[src/sv/stt_pkg.sv]
// shared types, codes and character helpers for the source text tokenizer
`default_nettype none

package stt_pkg;

  // token kind codes
  localparam logic [3:0] KIND_ID        = 4'd0;
  localparam logic [3:0] KIND_INT       = 4'd1;
  localparam logic [3:0] KIND_FLOAT     = 4'd2;
  localparam logic [3:0] KIND_STRING    = 4'd3;
  localparam logic [3:0] KIND_EQUALS    = 4'd4;
  localparam logic [3:0] KIND_SEMI      = 4'd5;
  localparam logic [3:0] KIND_LPAREN    = 4'd6;
  localparam logic [3:0] KIND_RPAREN    = 4'd7;
  localparam logic [3:0] KIND_LBRACE    = 4'd8;
  localparam logic [3:0] KIND_RBRACE    = 4'd9;
  localparam logic [3:0] KIND_COMMA     = 4'd10;
  localparam logic [3:0] KIND_BAD_NUM   = 4'd11;
  localparam logic [3:0] KIND_EOF       = 4'd12;
  localparam logic [3:0] KIND_UNKNOWN   = 4'd13;
  localparam logic [3:0] KIND_OPEN_STR  = 4'd14;

  // scanner modes
  localparam logic [1:0] MODE_IDLE = 2'd0;
  localparam logic [1:0] MODE_ID   = 2'd1;
  localparam logic [1:0] MODE_NUM  = 2'd2;
  localparam logic [1:0] MODE_STR  = 2'd3;

  // number classifier states
  localparam logic [2:0] NC_INT      = 3'd0;
  localparam logic [2:0] NC_DOT      = 3'd1;
  localparam logic [2:0] NC_FRAC     = 3'd2;
  localparam logic [2:0] NC_EXP_MARK = 3'd3;
  localparam logic [2:0] NC_EXP      = 3'd4;
  localparam logic [2:0] NC_BAD      = 3'd5;

  // character codes
  localparam logic [7:0] CH_NUL    = 8'h00;
  localparam logic [7:0] CH_NL     = 8'h0A;
  localparam logic [7:0] CH_SPACE  = 8'h20;
  localparam logic [7:0] CH_QUOTE  = 8'h22;
  localparam logic [7:0] CH_LPAREN = 8'h28;
  localparam logic [7:0] CH_RPAREN = 8'h29;
  localparam logic [7:0] CH_COMMA  = 8'h2C;
  localparam logic [7:0] CH_DOT    = 8'h2E;
  localparam logic [7:0] CH_SEMI   = 8'h3B;
  localparam logic [7:0] CH_EQUALS = 8'h3D;
  localparam logic [7:0] CH_UNDER  = 8'h5F;
  localparam logic [7:0] CH_LBRACE = 8'h7B;
  localparam logic [7:0] CH_RBRACE = 8'h7D;
  localparam logic [7:0] CH_E_UP   = 8'h45;
  localparam logic [7:0] CH_E_LOW  = 8'h65;

  // queue between front and back
  localparam int unsigned QDEPTH = 4;
  localparam int unsigned QPTR_W = 2;

  typedef struct packed {
    logic [3:0]  kind;
    logic [15:0] start;
    logic [15:0] length;
  } token_t;

  // all tokens caused by one input item
  typedef struct packed {
    logic [1:0]       count;
    token_t [2:0]     tok;
  } bundle_t;

  typedef struct packed {
    logic full;
    logic empty;
  } qstat_t;

  function automatic logic is_digit(input logic [7:0] c);
    return c inside {[8'h30:8'h39]};
  endfunction

  function automatic logic is_alpha(input logic [7:0] c);
    return c inside {[8'h41:8'h5A], [8'h61:8'h7A]};
  endfunction

  function automatic logic is_alnum(input logic [7:0] c);
    return is_digit(c) || is_alpha(c);
  endfunction

  // number classifier transition
  function automatic logic [2:0] number_next(input logic [2:0] s, input logic [7:0] c);
    logic d;
    logic e;
    d = is_digit(c);
    e = (c == CH_E_UP) || (c == CH_E_LOW);
    case (s)
      NC_INT:      return d ? NC_INT : (c == CH_DOT) ? NC_DOT : e ? NC_EXP_MARK : NC_BAD;
      NC_DOT:      return d ? NC_FRAC : NC_BAD;
      NC_FRAC:     return d ? NC_FRAC : e ? NC_EXP_MARK : NC_BAD;
      NC_EXP_MARK: return d ? NC_EXP : NC_BAD;
      NC_EXP:      return d ? NC_EXP : NC_BAD;
      default:     return NC_BAD;
    endcase
  endfunction

  function automatic logic [3:0] number_kind(input logic [2:0] s);
    case (s)
      NC_INT:          return KIND_INT;
      NC_FRAC, NC_EXP: return KIND_FLOAT;
      default:         return KIND_BAD_NUM;
    endcase
  endfunction

  function automatic logic [3:0] punct_kind(input logic [7:0] c);
    case (c)
      CH_EQUALS: return KIND_EQUALS;
      CH_SEMI:   return KIND_SEMI;
      CH_LPAREN: return KIND_LPAREN;
      CH_RPAREN: return KIND_RPAREN;
      CH_LBRACE: return KIND_LBRACE;
      CH_RBRACE: return KIND_RBRACE;
      CH_COMMA:  return KIND_COMMA;
      default:   return KIND_UNKNOWN;
    endcase
  endfunction

endpackage

`default_nettype wire

[src/sv/stt_front.sv]
// front end: accepts bytes, runs the scanner automaton, builds token bundles
`default_nettype none

module stt_front import stt_pkg::*; #(
  parameter int unsigned MAX_TEXT_BYTES = 65536,
  localparam int unsigned POS_W = $clog2(MAX_TEXT_BYTES)
) (
  input  wire logic       clk,
  input  wire logic       rst,
  input  wire logic       in_valid,
  output      logic       in_ready,
  input  wire logic [7:0] char_code,
  input  wire logic       end_of_text,
  input  wire qstat_t     qstat,
  output      logic       push,
  output      bundle_t    bundle,
  output      logic       done
);

  logic [1:0]       mode, mode_next;
  logic [2:0]       nc, nc_next;
  logic [POS_W-1:0] tok_begin, tok_begin_next;
  logic [POS_W-1:0] pos, pos_next;
  logic             fin, fin_next;

  logic             accept;
  logic [1:0]       n;
  token_t [2:0]     tok;
  logic             consumed;

  function automatic logic [POS_W-1:0] pos_inc(input logic [POS_W-1:0] p);
    if (p == POS_W'(MAX_TEXT_BYTES - 1)) return '0;
    return p + 1'b1;
  endfunction

  // length from b up to e, modulo the text size
  function automatic logic [15:0] wrap_len(input logic [POS_W-1:0] e,
                                           input logic [POS_W-1:0] b);
    logic [POS_W:0] d;
    if (e >= b) d = {1'b0, e} - {1'b0, b};
    else d = {1'b0, e} + (POS_W+1)'(MAX_TEXT_BYTES) - {1'b0, b};
    return 16'(d[POS_W-1:0]);
  endfunction

  assign in_ready = !qstat.full;
  assign accept   = in_valid && in_ready;
  assign push     = accept && (n != 2'd0);
  assign bundle   = '{count: n, tok: tok};
  assign done     = fin;

  // scanner step for one byte
  always_comb begin
    mode_next      = mode;
    nc_next        = nc;
    tok_begin_next = tok_begin;
    pos_next       = pos;
    fin_next       = fin;
    n              = 2'd0;
    tok            = '0;
    consumed       = 1'b0;
    if (!fin) begin
      if (char_code != CH_NUL) begin
        case (mode)
          MODE_STR: begin
            if (char_code == CH_QUOTE) begin
              tok[n] = '{KIND_STRING, 16'(tok_begin), wrap_len(pos, tok_begin)};
              n = n + 2'd1;
              mode_next = MODE_IDLE;
            end
            consumed = 1'b1;
          end
          MODE_ID: begin
            if (is_alnum(char_code) || char_code == CH_UNDER) begin
              consumed = 1'b1;
            end else begin
              tok[n] = '{KIND_ID, 16'(tok_begin), wrap_len(pos, tok_begin)};
              n = n + 2'd1;
              mode_next = MODE_IDLE;
              nc_next = NC_INT;
            end
          end
          MODE_NUM: begin
            if (is_alnum(char_code) || char_code == CH_DOT) begin
              nc_next = number_next(nc, char_code);
              consumed = 1'b1;
            end else begin
              tok[n] = '{number_kind(nc), 16'(tok_begin), wrap_len(pos, tok_begin)};
              n = n + 2'd1;
              mode_next = MODE_IDLE;
              nc_next = NC_INT;
            end
          end
          default: ;
        endcase

        // byte handled from idle
        if (!consumed) begin
          if (char_code == CH_SPACE || char_code == CH_NL) begin
            mode_next = mode_next;
          end else if (is_alpha(char_code) || char_code == CH_UNDER) begin
            mode_next = MODE_ID;
            tok_begin_next = pos;
          end else if (is_digit(char_code)) begin
            mode_next = MODE_NUM;
            nc_next = NC_INT;
            tok_begin_next = pos;
          end else if (char_code == CH_QUOTE) begin
            mode_next = MODE_STR;
            tok_begin_next = pos_inc(pos);
          end else begin
            tok[n] = '{punct_kind(char_code), 16'(pos), 16'd1};
            n = n + 2'd1;
          end
        end
        pos_next = pos_inc(pos);
      end

      // end of text: flush pending token, then end token
      if (char_code == CH_NUL || end_of_text) begin
        if (mode_next == MODE_ID) begin
          tok[n] = '{KIND_ID, 16'(tok_begin_next), wrap_len(pos_next, tok_begin_next)};
          n = n + 2'd1;
        end else if (mode_next == MODE_NUM) begin
          tok[n] = '{number_kind(nc_next), 16'(tok_begin_next),
                     wrap_len(pos_next, tok_begin_next)};
          n = n + 2'd1;
        end else if (mode_next == MODE_STR) begin
          tok[n] = '{KIND_OPEN_STR, 16'(tok_begin_next),
                     wrap_len(pos_next, tok_begin_next)};
          n = n + 2'd1;
        end
        mode_next = MODE_IDLE;
        nc_next = NC_INT;
        tok[n] = '{KIND_EOF, 16'(pos_next), 16'd0};
        n = n + 2'd1;
        fin_next = 1'b1;
      end
    end
  end

  // scanner state
  always_ff @(posedge clk) begin
    if (rst) begin
      mode      <= MODE_IDLE;
      nc        <= NC_INT;
      tok_begin <= '0;
      pos       <= '0;
      fin       <= 1'b0;
    end else if (accept) begin
      mode      <= mode_next;
      nc        <= nc_next;
      tok_begin <= tok_begin_next;
      pos       <= pos_next;
      fin       <= fin_next;
    end
  end

endmodule

`default_nettype wire

[src/sv/stt_queue.sv]
// short bundle queue between scanner front end and token emitter
`default_nettype none

module stt_queue import stt_pkg::*; (
  input  wire logic    clk,
  input  wire logic    rst,
  input  wire logic    push,
  input  wire bundle_t wr_bundle,
  input  wire logic    pop,
  output      bundle_t head,
  output      qstat_t  qstat
);

  bundle_t           mem [QDEPTH];
  logic [QPTR_W-1:0] wr_ptr;
  logic [QPTR_W-1:0] rd_ptr;
  logic [QPTR_W:0]   level;

  assign head        = mem[rd_ptr];
  assign qstat.full  = (level == (QPTR_W+1)'(QDEPTH));
  assign qstat.empty = (level == '0);

  // storage
  always_ff @(posedge clk) begin
    if (push) mem[wr_ptr] <= wr_bundle;
  end

  // pointers and fill level
  always_ff @(posedge clk) begin
    if (rst) begin
      wr_ptr <= '0;
      rd_ptr <= '0;
      level  <= '0;
    end else begin
      if (push) wr_ptr <= wr_ptr + 1'b1;
      if (pop) rd_ptr <= rd_ptr + 1'b1;
      if (push && !pop) level <= level + 1'b1;
      else if (pop && !push) level <= level - 1'b1;
    end
  end

endmodule

`default_nettype wire

[src/sv/stt_back.sv]
// back end: unpacks bundles, one token per cycle while out_ready is high, registered
`default_nettype none

module stt_back import stt_pkg::*; (
  input  wire logic    clk,
  input  wire logic    rst,
  input  wire bundle_t head,
  input  wire qstat_t  qstat,
  output      logic    pop,
  output      logic    out_valid,
  input  wire logic    out_ready,
  output      token_t  out_tok,
  output      logic    out_last
);

  logic [1:0] idx;
  logic       load;
  logic       last_tok;

  assign load     = !qstat.empty && (out_ready || !out_valid);
  assign last_tok = (idx == head.count - 2'd1);
  assign pop      = load && last_tok;

  // output valid and bundle index
  always_ff @(posedge clk) begin
    if (rst) begin
      out_valid <= 1'b0;
      idx       <= 2'd0;
    end else if (out_ready || !out_valid) begin
      out_valid <= !qstat.empty;
      if (load) idx <= last_tok ? 2'd0 : idx + 2'd1;
    end
  end

  // output payload
  always_ff @(posedge clk) begin
    if (load) begin
      out_tok  <= head.tok[idx];
      out_last <= last_tok;
    end
  end

endmodule

`default_nettype wire

[src/sv/source_text_tokenizer_top.sv]
// top level of the streaming source text tokenizer
//
// Input channel s_*: one source byte per item, s_tdata[7:0] is the byte and
// s_tlast marks the final byte of the text; a zero byte also ends the text.
// Output channel m_*: one token per item with kind, start offset and length;
// m_tlast marks the last token caused by one input byte.
// A byte is taken every cycle while the bundle queue (4 entries) has room;
// each byte is scanned in the cycle it is accepted and its tokens (up to 3), if
// any, enter the queue as one bundle. The first token reaches m_* via the queue
// and the output register. The emitter sends one token per cycle, so the
// sustained rate is one byte per cycle while bytes produce at most one token each.
// When m_tready is low the output register holds, the queue fills and
// s_tready drops once the queue is full; nothing is lost.
// After the end token every byte is taken and produces nothing until reset.
// Reset (rst, synchronous) empties the queue, clears the offset counter and
// returns the scanner to idle between tokens.
// Offsets wrap modulo MAX_TEXT_BYTES and are given in 16 bits.
`default_nettype none

module source_text_tokenizer_top import stt_pkg::*; #(
  parameter int unsigned MAX_TEXT_BYTES = 65536
) (
  input  wire logic        clk,
  input  wire logic        rst,
  input  wire logic        s_tvalid,
  output      logic        s_tready,
  input  wire logic [7:0]  s_tdata,   // [7:0] char_code
  input  wire logic        s_tlast,   // end_of_text
  output      logic        m_tvalid,
  input  wire logic        m_tready,
  output      logic [39:0] m_tdata,   // [3:0] token_kind, [19:4] token_start,
                                      // [35:20] token_length, [39:36] zero
  output      logic        m_tlast    // last_of_run
);

  logic    push;
  logic    pop;
  logic    done;
  bundle_t wr_bundle;
  bundle_t head;
  qstat_t  qstat;
  token_t  out_tok;

  stt_front #(
    .MAX_TEXT_BYTES(MAX_TEXT_BYTES)
  ) u_front (
    .clk        (clk),
    .rst        (rst),
    .in_valid   (s_tvalid),
    .in_ready   (s_tready),
    .char_code  (s_tdata),
    .end_of_text(s_tlast),
    .qstat      (qstat),
    .push       (push),
    .bundle     (wr_bundle),
    .done       (done)
  );

  stt_queue u_queue (
    .clk      (clk),
    .rst      (rst),
    .push     (push),
    .wr_bundle(wr_bundle),
    .pop      (pop),
    .head     (head),
    .qstat    (qstat)
  );

  stt_back u_back (
    .clk      (clk),
    .rst      (rst),
    .head     (head),
    .qstat    (qstat),
    .pop      (pop),
    .out_valid(m_tvalid),
    .out_ready(m_tready),
    .out_tok  (out_tok),
    .out_last (m_tlast)
  );

  assign m_tdata = {4'd0, out_tok.length, out_tok.start, out_tok.kind};

  // a pushed bundle always carries between one and three tokens
  a_bundle_count: assert property (@(posedge clk) disable iff (rst)
    push |-> (wr_bundle.count != 2'd0))
    else $error("empty bundle pushed");

  // after the end token no byte produces tokens
  a_quiet_after_end: assert property (@(posedge clk) disable iff (rst)
    done |-> !push)
    else $error("token produced after end of text");

  // never pop an empty queue or push into a full one
  a_queue_bounds: assert property (@(posedge clk) disable iff (rst)
    !(pop && qstat.empty) && !(push && qstat.full))
    else $error("queue overrun or underrun");

  // reset leaves the output idle
  a_reset_idle: assert property (@(posedge clk)
    rst |=> !m_tvalid)
    else $error("output valid after reset");

endmodule

`default_nettype wire
[config.mk]
export PLATFORM = sky130hd
export DESIGN_NAME = source_text_tokenizer_top
export DESIGN_NICKNAME = d
export VERILOG_FILES = /design/src/sv/stt_pkg.sv /design/src/sv/stt_front.sv /design/src/sv/stt_queue.sv /design/src/sv/stt_back.sv /design/src/sv/source_text_tokenizer_top.sv
export SDC_FILE = /design/constraint.sdc
export NUM_CORES = 1
export LEC_CHECK = 0
export BUFFER_PORTS_ARGS = -buffer_cell sky130_fd_sc_hd__buf_2
export CAP_MARGIN = 20
export CORE_MARGIN = 5
export CORE_UTILIZATION = 60
export CTS_CLUSTER_DIAMETER = 30
export DETAILED_ROUTE_END_ITERATION = 10
export HOLD_SLACK_MARGIN = 0.05
export PLACE_DENSITY = 0.8
export SETUP_SLACK_MARGIN = 0.5
export SLEW_MARGIN = 15
export SYNTH_ARGS = -nofsm -noshare
export SYNTH_HDL_FRONTEND = slang
export SYNTH_SLANG_ARGS = --single-unit
[constraint.sdc]
create_clock -name clk -period 15.6 [get_ports clk]
set_input_delay 3.12 -clock clk [delete_from_list [all_inputs] [get_ports clk]]
set_output_delay 3.12 -clock clk [all_outputs]
set_load 0.01 [all_outputs]
==> out/metrics.json <==
{
  "critical_path": {
    "end_kind": "register",
    "critPathLaunch": "s_tdata[4]",
    "crit_slowest_cell": "and4_1",
    "arrival_ps": 8750,
    "worstSetupStartpointType": "input port",
    "startpoint_of_the_most_critical_register_to_register_path": "u_front.pos[1]$_SDFFE_PP0P_",
    "worst_path_largest_cell_delay_ps": 930,
    "critical_path.top_delay_family": "simple AND/OR/NAND/NOR gates",
    "max_fo_critical_path": 57,
    "timing.critical_path.cells": "buf_2 -> nor2_1 -> and4_1 -> a311o_1 -> mux2i_1 -> ha_1 -> o21a_1 -> ha_1 -> nand2_1 -> nor2_1 -> a31oi_1 -> a31oi_4 -> and2_4 -> buf_4",
    "path_class": "in2reg",
    "path_buf_inv": 2,
    "critical_path_required_ps": 15840
  },
  "place": {
    "numPlacedInstances": 2359,
    "place_congestion": 1.00,
    "dpl_worst_slack_ps": 6600,
    "port_buffers": 51,
    "dp.final_hpwl_um": 43300
  },
  "floorplan": {
    "starting_density": 0.603,
    "die_width_um": 215,
    "fp-row-count": 75,
    "core_area_um2": 41700,
    "die_ar_um2": 46000,
    "num_io_pins": 56,
    "die_h_um": 215
  },
  "final_layout": {
    "antenna_cells_inserted": 0,
    "core_occupancy_in_the_finished_layout": 0.697,
    "final_cell_count_no_fill": 2533,
    "fillerInstances": 2664,
    "area_growth_syn_to_layout_pct": 15.7,
    "finalNetCount": 1979,
    "share_of_post_route_cells_with_drive_strength_above_1": 0.201
  },
  "logic_synthesis": {
    "synth-seq-area-share": 0.610,
    "ys.warnings.count": 0,
    "synth_edf_count": 477,
    "cells_after_synthesis": 1851,
    "synth-main-ff-cell": "edfxtp_1",
    "avg_inst_size_synth_um2": 13.6,
    "post_synth_num_cell_types": 101,
    "synth-async-reset-ratio": 0,
    "synth-seq-cells": 527,
    "mappedNetlistArea_um2": 25100
  },
  "sta": {
    "rsz0062_at_grt": "false",
    "finalSetupViolCount": 0,
    "hold-worst-slack_ps": 471,
    "slew_headroom": 0.180,
    "post-route-period-util": 0.546,
    "fin_worst_skew_ps": 43.3,
    "final_period_minus_worst_setup_slack_ps": 8510,
    "max_freq_ghz": 0.117,
    "report.final.slew_viol_count": 0,
    "setup_total_negative_slack_ps": 0,
    "hold_violations": 0,
    "timing_worst_slew_pin_value_ps": 1220,
    "final.setup.worst_slack_ps": 7090
  },
  "global_routing": {
    "grt_pass1_vias": 17530,
    "grt_antenna_before_repair": 1,
    "grt_start_max_net_pins": 61,
    "global_route_wire_length_before_repair_um": 111000,
    "grt_overflow_total": 0,
    "grt_use_total": 0.316
  },
  "routing": {
    "dr.first_iter.drc_count": 2559,
    "firstDrtPassIters": 10,
    "detail_route.vias_per_cell": 6.86,
    "detail_route.wl_per_cell_um": 28.8,
    "num_vias": 17368,
    "drt_drc_violations_left": 0,
    "route.final.wire_length_um": 73100,
    "final_antenna_net_count": 0
  },
  "power": {
    "power.leakage_nw": 10.0,
    "power_density_nw_per_um2": 177,
    "worst_vdd_drop_mv": 0.132
  },
  "clock_tree": {
    "tritoncts": "yes",
    "post_cts_resize_count": 0,
    "hold_buffers": 0,
    "cts_htree_levels": 3,
    "clk_latency_ps": 650,
    "cts_num_sinks": 527,
    "number_of_cts_inserted_buffers": 92,
    "clock-root-buffer": "clkbuf_16",
    "clk_path_buf_depth": 3,
    "cts.clk_slew.worst_paths_ps": 50,
    "postCtsSetupRepairBufs": 0
  },
  "flow_run": {
    "max-cap-violations": 0
  },
  "hold_path": {
    "worst_hold_startpoint": "u_front.tok_begin[13]$_SDFFE_PP0P_",
    "hold_path_class": "reg2reg"
  },
  "outcome": {
    "outcome": "complete, no violations"
  }
}
## area by class of cell
class,count,area [um2],area share
Timing Repair Buffer,78,453,0.0156
Clock buffer,102,2360,0.0813
Sequential cell,527,15300,0.528
Multi-Input combinational cell,1140,9070,0.312
Tap cell,539,674,0.0232
Inverter,76,285,0.00982
Clock inverter,71,865,0.0298
## worst reg2reg max path, cell delays in order (launching register included)
cell and delay (ps):
dfxtp_1 640, ha_1 380, and3_1 250, nand3_1 140, nor3_1 490, buf_4 250
nand2b_1 130, nor2_1 50, a21oi_1 560, ha_1 340, fa_1 260, nor2b_1 60
o21ai_0 210, a21boi_0 160, o211ai_1 230, a21oi_1 130, nor3_1 510, nor2_1 130
a311oi_1 610, o32ai_1 290
## state kept, by name (all words and copies together) (netlist names), named ones only
signal and cells:
u_back.out_tok 36, u_front.tok_begin 16, u_front.done 1, u_front.pos 16
u_back.out_valid 1, u_front.mode 2, u_queue.level 3, u_queue.mem 440
u_back.idx 2, u_queue.wr_ptr 2, u_back.out_last 1, u_front.nc 3
u_queue.rd_ptr 2
## metal layers
metal | track usage | wire [um]
met1 | 0.423 | 27100
met2 | 0.504 | 34800
met3 | 0.0795 | 8090
met4 | 0.128 | 3040
met5 | 0.00417 | 0
## through the flow
step / power (mW) / cell area, um2
finish: 5.15 / 29000
global route: 5.33 / 29000
CTS: 5.14 / 29000
detailed placement: 3.03 / 25800
global placement: 3.00 / 25800
floorplan: 2.66 / 25100
## Yosys cell counts, types with 13 or more instances
cell type,number,area share
and2_1,15,0.0037
clkbuf_1,70,0.010
dfxtp_1,50,0.040
and3_1,13,0.0032
o22ai_1,17,0.0042
nand2_1,130,0.019
ha_1,48,0.024
xnor2_1,25,0.0087
or3_1,13,0.0032
nor3_1,39,0.0078
a21oi_1,96,0.019
inv_1,75,0.011
nand3_1,37,0.0074
mux4_2,110,0.099
a211oi_1,13,0.0039
edfxtp_1,477,0.57
nor2_1,188,0.028
mux2i_1,42,0.017
xor2_1,18,0.0063
buf_1,19,0.0028
o21ai_0,87,0.017
a22oi_1,24,0.0072
a221oi_1,14,0.0049
## layout by cell type, fill, tap and decap left out, types with 48 or more instances in the layout
cell,n
nand2_1,130
dfxtp_1,48
nor2_1,188
buf_2,52
mux4_2,110
ha_1,48
edfxtp_1,477
inv_1,73
clkbuf_16,93
o21ai_0,87
a21oi_1,96
## where the power goes
group          switching, mW  internal [mW]
clock                  0.746           1.32
combinational          0.736          0.461
sequential             0.107           1.77
## kinds of logic after synthesis
| kind of cell | share of synthesized area |
|---|---|
| multiplexers | 0.116 |
| flip-flops | 0.610 |
| XOR/XNOR | 0.0150 |
| AO/OA/AOI/OAI | 0.109 |
| buffers and inverters | 0.0305 |
| other | 0.000149 |
| AND/OR/NAND/NOR | 0.0918 |
| adder cells (fa/ha/maj) | 0.0263 |
## path summary, 6_finish.rpt
| kind | to | slack, ps | cells past startpoint |
|---|---|---|---|
| max reg2reg | u_queue.mem[2][14]$_DFFE_PP_ | 9480 | 19 |
| max | u_queue.mem[0][61]$_DFFE_PP_ | 7090 | 14 |
| min reg2reg | u_front.tok_begin[13]$_SDFFE_PP0P_ | 470 | 2 |
| min | u_front.tok_begin[13]$_SDFFE_PP0P_ | 470 | 2 |
(Power assumes the default switching activity.)
